$ cat config.mk
export PLATFORM = sky130hd
export DESIGN_NAME = life_grid_generation_engine
export DESIGN_NICKNAME = d
export VERILOG_FILES = /design/src/sv/lge_pkg.sv /design/src/sv/lge_ram.sv /design/src/sv/life_grid_generation_engine.sv
export SDC_FILE = /design/constraint.sdc
export NUM_CORES = 2
export LEC_CHECK = 0
export BUFFER_PORTS_ARGS = -buffer_cell sky130_fd_sc_hd__buf_2
export CORE_UTILIZATION = 60
export DETAILED_ROUTE_END_ITERATION = 6
export PLACE_DENSITY = 0.77
export SETUP_SLACK_MARGIN = 0.1
export SLEW_MARGIN = 10
export SYNTH_ARGS = -nofsm -noshare
export SYNTH_HDL_FRONTEND = slang
export SYNTH_SLANG_ARGS = --single-unit
$ cat constraint.sdc
create_clock -name aclk -period 12.3 [get_ports aclk]
set_clock_uncertainty 0.15 [all_clocks]
set_input_delay 1.23 -clock aclk [delete_from_list [all_inputs] [get_ports aclk]]
set_output_delay 1.23 -clock aclk [all_outputs]
set_load 0.1 [all_outputs]
$ cat src/sv/lge_pkg.sv
// Shared constants and types of the life grid generation engine.
// No dependencies; used by lge_ram users and the top level through scoped names.
package lge_pkg;

    localparam int GRID_WIDTH  = 32;
    localparam int GRID_HEIGHT = 32;

    localparam int ROW_ADDR_W = (GRID_HEIGHT > 1) ? $clog2(GRID_HEIGHT) : 1;
    // sweep counter runs 0 .. GRID_HEIGHT+1
    localparam int STEP_CNT_W = $clog2(GRID_HEIGHT + 2);
    localparam int ROW_OUT_W  = 32;
    localparam int NBR_W      = 4;

    localparam logic [NBR_W-1:0] BIRTH_COUNT  = NBR_W'(3);
    localparam logic [NBR_W-1:0] SURVIVE_LOW  = NBR_W'(2);
    localparam logic [NBR_W-1:0] SURVIVE_HIGH = NBR_W'(3);

    typedef enum logic [1:0] {
        CMD_TOGGLE = 2'd0,
        CMD_STEP   = 2'd1,
        CMD_READ   = 2'd2
    } cmd_t;

    typedef enum logic [3:0] {
        ST_IDLE = 4'b0001,
        ST_READ = 4'b0010,
        ST_STEP = 4'b0100,
        ST_DONE = 4'b1000
    } state_t;

endpackage

$ cat src/sv/lge_ram.sv
// Generic simple dual-port RAM: one write port, one read port, registered read.
// No dependencies.
module lge_ram #(
    parameter int WIDTH = 32,
    parameter int DEPTH = 32
) (
    input  logic                           aclk,
    input  logic                           wr_en,
    input  logic [$clog2(DEPTH > 1 ? DEPTH : 2)-1:0] wr_addr,
    input  logic [WIDTH-1:0]               wr_data,
    input  logic                           rd_en,
    input  logic [$clog2(DEPTH > 1 ? DEPTH : 2)-1:0] rd_addr,
    output logic [WIDTH-1:0]               rd_data
);

    logic [WIDTH-1:0] mem [DEPTH];
    logic [WIDTH-1:0] rd_data_reg;

    always_ff @(posedge aclk) begin
        if (wr_en) begin
            mem[wr_addr] <= wr_data;
        end
        if (rd_en) begin
            rd_data_reg <= mem[rd_addr];
        end
    end

    assign rd_data = rd_data_reg;

endmodule

$ cat src/sv/life_grid_generation_engine.sv
// Top level of the life grid generation engine (B3/S23 on a bounded grid).
// Depends on lge_pkg and lge_ram.
//
// Usage:
//   Requests enter on s_valid/s_ready with s_command, s_cell_x and s_cell_y.
//   Each request returns exactly one m_row_cells on m_valid/m_ready: the row
//   at s_cell_y after the command (toggle, step, or read; code 3 reads).
//   The grid lives in one row-wide RAM, one row per entry. A per-row valid
//   flag, cleared at reset, makes never-written rows read as dead, so the
//   grid is clear right after reset with no clearing pass.
//   Toggle and read pass ST_READ (modify and write back) and then ST_DONE
//   (output load) before m_valid; a step sweeps the RAM with a three-row
//   window in ST_STEP and then presents the result through ST_DONE.
//   One request is in work at a time; s_ready is high only when the engine
//   is idle, but a new request may be taken while the previous result still
//   sits in the output register. If m_ready stays low, the finished result
//   of the following request waits inside and the engine stalls.
//   aresetn is synchronous, active low; it clears the grid and the channels.
module life_grid_generation_engine (
    input  logic        aclk,
    input  logic        aresetn,
    input  logic        s_valid,
    output logic        s_ready,
    input  logic [1:0]  s_command,
    input  logic [4:0]  s_cell_x,
    input  logic [4:0]  s_cell_y,
    output logic        m_valid,
    input  logic        m_ready,
    output logic [31:0] m_row_cells
);

    localparam int W  = lge_pkg::GRID_WIDTH;
    localparam int H  = lge_pkg::GRID_HEIGHT;
    localparam int AW = lge_pkg::ROW_ADDR_W;
    localparam int CW = lge_pkg::STEP_CNT_W;

    function automatic logic [W-1:0] life_row(input logic [W-1:0] up,
                                              input logic [W-1:0] mid,
                                              input logic [W-1:0] dn);
        logic [W+1:0] pu;
        logic [W+1:0] pm;
        logic [W+1:0] pd;
        logic [lge_pkg::NBR_W-1:0] n;
        logic [W-1:0] res;
        pu = {1'b0, up, 1'b0};
        pm = {1'b0, mid, 1'b0};
        pd = {1'b0, dn, 1'b0};
        res = '0;
        for (int x = 0; x < W; x++) begin
            n = lge_pkg::NBR_W'(pu[x]) + lge_pkg::NBR_W'(pu[x+1])
              + lge_pkg::NBR_W'(pu[x+2]) + lge_pkg::NBR_W'(pm[x])
              + lge_pkg::NBR_W'(pm[x+2]) + lge_pkg::NBR_W'(pd[x])
              + lge_pkg::NBR_W'(pd[x+1]) + lge_pkg::NBR_W'(pd[x+2]);
            if (pm[x+1]) begin
                res[x] = (n == lge_pkg::SURVIVE_LOW) || (n == lge_pkg::SURVIVE_HIGH);
            end else begin
                res[x] = (n == lge_pkg::BIRTH_COUNT);
            end
        end
        return res;
    endfunction

    lge_pkg::state_t state_reg, state_next;
    logic [1:0]    cmd_reg, cmd_next;
    logic [4:0]    x_reg, x_next;
    logic [4:0]    y_reg, y_next;
    logic [CW-1:0] cnt_reg, cnt_next;
    logic [W-1:0]  above_reg, above_next;
    logic [W-1:0]  center_reg, center_next;
    logic [W-1:0]  result_reg, result_next;
    logic [H-1:0]  row_valid_reg, row_valid_next;
    logic          rd_valid_reg, rd_valid_next;
    logic          m_valid_reg, m_valid_next;
    logic [31:0]   m_row_reg, m_row_next;

    logic          wr_en;
    logic [AW-1:0] wr_addr;
    logic [W-1:0]  wr_data;
    logic          rd_en;
    logic [AW-1:0] rd_addr;
    logic [W-1:0]  rd_data;
    logic [W-1:0]  rd_row;
    logic [W-1:0]  below_row;
    logic [W-1:0]  new_row;
    logic          y_in_grid;
    logic          x_in_grid;
    logic          accept;

    lge_ram #(
        .WIDTH (W),
        .DEPTH (H)
    ) u_grid_ram (
        .aclk    (aclk),
        .wr_en   (wr_en),
        .wr_addr (wr_addr),
        .wr_data (wr_data),
        .rd_en   (rd_en),
        .rd_addr (rd_addr),
        .rd_data (rd_data)
    );

    assign s_ready     = (state_reg == lge_pkg::ST_IDLE);
    assign accept      = s_valid && s_ready;
    assign m_valid     = m_valid_reg;
    assign m_row_cells = m_row_reg;

    assign y_in_grid = (32'(y_reg) < 32'(H));
    assign x_in_grid = (32'(x_reg) < 32'(W));
    // rows never written since reset read as dead
    assign rd_row    = rd_valid_reg ? rd_data : '0;
    // row below the one being produced; zero past the bottom edge
    assign below_row = ((cnt_reg >= CW'(1)) && (cnt_reg <= CW'(H))) ? rd_row : '0;
    assign new_row   = life_row(above_reg, center_reg, below_row);

    always_comb begin
        state_next     = state_reg;
        cmd_next       = cmd_reg;
        x_next         = x_reg;
        y_next         = y_reg;
        cnt_next       = cnt_reg;
        above_next     = above_reg;
        center_next    = center_reg;
        result_next    = result_reg;
        row_valid_next = row_valid_reg;
        m_valid_next   = m_valid_reg;
        m_row_next     = m_row_reg;
        rd_en          = 1'b0;
        rd_addr        = AW'(y_reg);
        wr_en          = 1'b0;
        wr_addr        = AW'(y_reg);
        wr_data        = rd_row;

        if (m_valid_reg && m_ready) begin
            m_valid_next = 1'b0;
        end

        unique case (state_reg)
            lge_pkg::ST_IDLE: begin
                if (accept) begin
                    cmd_next    = s_command;
                    x_next      = s_cell_x;
                    y_next      = s_cell_y;
                    cnt_next    = '0;
                    above_next  = '0;
                    center_next = '0;
                    result_next = '0;
                    if (s_command == lge_pkg::CMD_STEP) begin
                        state_next = lge_pkg::ST_STEP;
                    end else begin
                        rd_en      = 1'b1;
                        rd_addr    = AW'(s_cell_y);
                        state_next = lge_pkg::ST_READ;
                    end
                end
            end
            lge_pkg::ST_READ: begin
                result_next = y_in_grid ? rd_row : '0;
                if (cmd_reg == lge_pkg::CMD_TOGGLE && y_in_grid && x_in_grid) begin
                    wr_en          = 1'b1;
                    wr_data        = rd_row ^ (W'(1) << x_reg);
                    result_next    = wr_data;
                    row_valid_next[AW'(y_reg)] = 1'b1;
                end
                state_next = lge_pkg::ST_DONE;
            end
            lge_pkg::ST_STEP: begin
                // read row cnt, produce row cnt-2 from the window
                if (cnt_reg < CW'(H)) begin
                    rd_en   = 1'b1;
                    rd_addr = cnt_reg[AW-1:0];
                end
                above_next  = center_reg;
                center_next = below_row;
                if (cnt_reg >= CW'(2)) begin
                    wr_en   = 1'b1;
                    wr_addr = AW'(cnt_reg - CW'(2));
                    wr_data = new_row;
                    row_valid_next[AW'(cnt_reg - CW'(2))] = 1'b1;
                    if (y_in_grid && (32'(cnt_reg - CW'(2)) == 32'(y_reg))) begin
                        result_next = new_row;
                    end
                end
                cnt_next = cnt_reg + CW'(1);
                if (cnt_reg == CW'(H + 1)) begin
                    state_next = lge_pkg::ST_DONE;
                end
            end
            lge_pkg::ST_DONE: begin
                if (!m_valid_reg || m_ready) begin
                    m_valid_next = 1'b1;
                    m_row_next   = 32'(result_reg);
                    state_next   = lge_pkg::ST_IDLE;
                end
            end
            default: begin
                state_next = lge_pkg::ST_IDLE;
            end
        endcase

        rd_valid_next = row_valid_reg[rd_addr];
    end

    always_ff @(posedge aclk) begin
        if (!aresetn) begin
            state_reg     <= lge_pkg::ST_IDLE;
            row_valid_reg <= '0;
            m_valid_reg   <= 1'b0;
            cnt_reg       <= '0;
        end else begin
            state_reg     <= state_next;
            row_valid_reg <= row_valid_next;
            m_valid_reg   <= m_valid_next;
            cnt_reg       <= cnt_next;
        end
    end

    always_ff @(posedge aclk) begin
        cmd_reg      <= cmd_next;
        x_reg        <= x_next;
        y_reg        <= y_next;
        above_reg    <= above_next;
        center_reg   <= center_next;
        result_reg   <= result_next;
        rd_valid_reg <= rd_valid_next;
        m_row_reg    <= m_row_next;
    end

endmodule
==> flow_metrics.py <==
metrics = {
    "yosys": {
        "yosys.area_share.simple": 0.0844,
        "yosysWarnings": 0,
        "synth_ff_type": "edfxtp_1",
        "synth_top_area_frac": 0.662,
        "synth_top_family_by_area": "compound AO/OA/AOI/OAI gates",
        "syn_nets": 4096,
        "syn_area_sq_um": 54300,
        "synth-edff-count": 1196,
        "synth_compound_area_frac": 0.0954,
        "avgSynthCellArea_sq_um": 14.1,
        "yosys.cell_types.count": 68,
        "ys_seq_elements": 1240,
        "async_flop_share": 0,
        "ys_seq_area_frac": 0.678,
        "netlist_instances": 3856,
        "synth_area_leader_cell": "edfxtp_1",
        "synth-adder-area-share": 0.0685,
        "synth.area.mux_share": 0.0366,
        "synth.area.top_cells": "edfxtp_1, fa_1, nand2_1",
        "synth-xor-area-share": 0.00726,
    },
    "worst_setup_path": {
        "cp_num_buf_inv": 2,
        "worst_setup_path_start_kind": "flip-flop",
        "cpMostUsedCell": "fa_1",
        "cp-startpoint": "cnt_reg[3]$_SDFFE_PN0P_",
        "cp_cell_sequence": "nor3_1, a21oi_1, a41oi_4, buf_4, nand3_1, fa_1, fa_1, inv_1, ha_1, fa_1, nand3_1, o21ai_0, o211ai_1, o21ai_0, a32oi_1, nand2_1",
        "path_class": "reg2reg",
        "cpPeakStageDelay_ps": 690,
        "r2r_start": "cnt_reg[3]$_SDFFE_PN0P_",
        "slowest_stage": "nand2_1",
        "cp_max_fo": 39,
        "path_delay_family": "adder cells",
        "worstPathArrival_ps": 5940,
        "cp-end-kind": "flip-flop",
        "cp.required_ps": 12290,
    },
    "timing": {
        "setup-violations-final": 0,
        "tightest_slew_ps": 1290,
        "finalHoldViolations": 0,
        "slew_violations": 0,
        "maxSlewHeadroom": 0.139,
        "fin_tns_setup_ps": 0,
        "timing.hold.ws_ps": 264,
        "clock.fmax_mhz": 168,
        "fin_crit_ps": 5950,
        "final.period_utilization": 0.484,
        "rsz0062_at_grt": "no",
    },
    "outcome": {
        "outcome": "complete, no violations",
    },
    "cts": {
        "holdBufCountCts": 0,
        "cts_tree": "done",
        "cts_buffers": 116,
        "clockRootBuffer": "clkbuf_16",
        "cts.sinks": 1240,
        "cts_max_level": 3,
        "cts_buffer_depth": 3,
        "cts.repair.resized": 0,
        "path_clk_slew_ps": 60,
        "clk-insertion-delay-late_ps": 710,
        "postCtsSetupRepairBufs": 0,
    },
    "finish": {
        "largest_register_ffs": 1024,
        "fin_nets": 4139,
        "diodes": 0,
        "regMostFlops": "u_grid_ram.mem",
        "drive_above_1_share": 0.111,
        "area_growth_pct": 10.8,
        "layout_commonest_cell": "edfxtp_1",
        "layout_common_cells": "edfxtp_1, nand2_1, a21oi_1",
    },
    "hold_path": {
        "hold_start": "result_reg[13]$_DFFE_PP_",
        "min_path_type": "reg2reg",
    },
    "placement": {
        "dp.final_hpwl_um": 75200,
        "gp_congestion": 0.935,
        "port_buffers": 49,
    },
    "drt": {
        "drc_errors": 0,
        "routed_wl_um": 134000,
        "ant_nets": 0,
        "first_pass_iters": 6,
        "wl_per_cell_um": 25.9,
        "drt_iter0_markers": 4540,
        "viasPerCell": 6.56,
        "vias": 33848,
    },
    "global_route": {
        "overflow": 0,
        "track_usage": 0.294,
        "antenna_found_initial": 0,
        "grt_max_degree": 182,
        "grt_pass1_wl_um": 200000,
        "grt_pass1_vias": 32810,
    },
    "floorplan": {
        "die_area_sq_um": 91600,
        "io-pin-count": 50,
        "fp-row-count": 109,
        "initial_core_util": 0.610,
        "die_w_um": 303,
        "core-area_sq_um": 88900,
        "die_h_um": 303,
    },
    "pwr": {
        "powerDensity_nw_per_um2": 225,
        "ir_drop_mv": 0.215,
        "p_leak_nw": 20.9,
    },
    "job": {
        "maxCapViolCount": 0,
    },
}
==> synth_stat cells (20+ instances only) <==
cell type and n:
a21oi_1 237, a22oi_1 97, a32oi_1 172, buf_2 71, clkbuf_1 122, dfxtp_1 44, edfxtp_1 1196, fa_1 122
ha_1 102, inv_1 157, mux2i_1 197, nand2_1 602, nand3_1 85, nand4_1 37, nor2_1 135, nor2b_1 36
nor3_1 28, nor3_2 20, o211ai_1 27, o21ai_0 75, o221ai_1 25, o22ai_1 94, xnor2_1 38
==> cell type report <==
type	count	area (sq um)
Sequential cell	1240	36800
Inverter	158	606
Clock inverter	82	838
Tap cell	1165	1460
Multi-Input combinational cell	2237	16400
Fill cell	5836	28800
Timing Repair Buffer	146	998
Clock buffer	135	3010
==> per-layer routing <==
layer	GRT usage	routed length, um	vias to the layer above
met1	0.409	51500	16834
met5	0	0	-
li1	-	-	14656
met3	0.0500	14700	291
met4	0.103	4210	0
met2	0.474	63500	2067
==> worst register-to-register path: cells and delay by family (launching register included) <==
kind / cells / cell delay [ps]
adder cells (fa/ha/maj): 4 / 1720
AND/OR/NAND/NOR: 4 / 1680
AO/OA/AOI/OAI: 6 / 860
buffers and inverters: 2 / 500
flip-flops: 1 / 470
==> cells by family (layout without fill, tap and decap cells) <==
family          after synthesis  in the layout
flops                      1240           1240
compound gates              762            762
fa+ha+maj                   224            224
xor+xnor                     45             45
buf+inv                     379            521
mux                         198            198
simple gates               1008           1008
==> path summary, 6_finish.rpt <==
| kind | endpoint | slack [ps] | depth (start not counted) |
|---|---|---|---|
| min | m_row_cells[13]$_DFFE_PP_ | 260 | 0 |
| max | u_grid_ram.mem[31][29]$_DFFE_PP_ | 6350 | 16 |
| min reg2reg | m_row_cells[13]$_DFFE_PP_ | 260 | 0 |
| max reg2reg | u_grid_ram.mem[31][29]$_DFFE_PP_ | 6350 | 16 |
==> power breakdown <==
group / internal (mW) / total, mW / leakage, nW / switching (mW)
Clock: 2.05 / 3.61 / 1.87 / 1.56
Combinational: 1.38 / 4.39 / 7.71 / 3.01
Sequential: 5.35 / 5.55 / 11.4 / 0.199
Total: 8.78 / 13.6 / 20.9 / 4.77
==> through the flow <==
step                total power [mW]  worst slack [ps]  cell area, sq um   util  std cells
finish                          13.6              6350             60100  0.676       5163
global route                    14.1              6050             60100  0.676       5163
CTS                             13.5              6480             60100  0.676       5163
detailed placement              9.92              6580             56300  0.633       4946
global placement                9.75              6680             56300  0.633       4946
floorplan                       8.61              6730             54300      -       3856
Power figures use the tool's default switching activity.
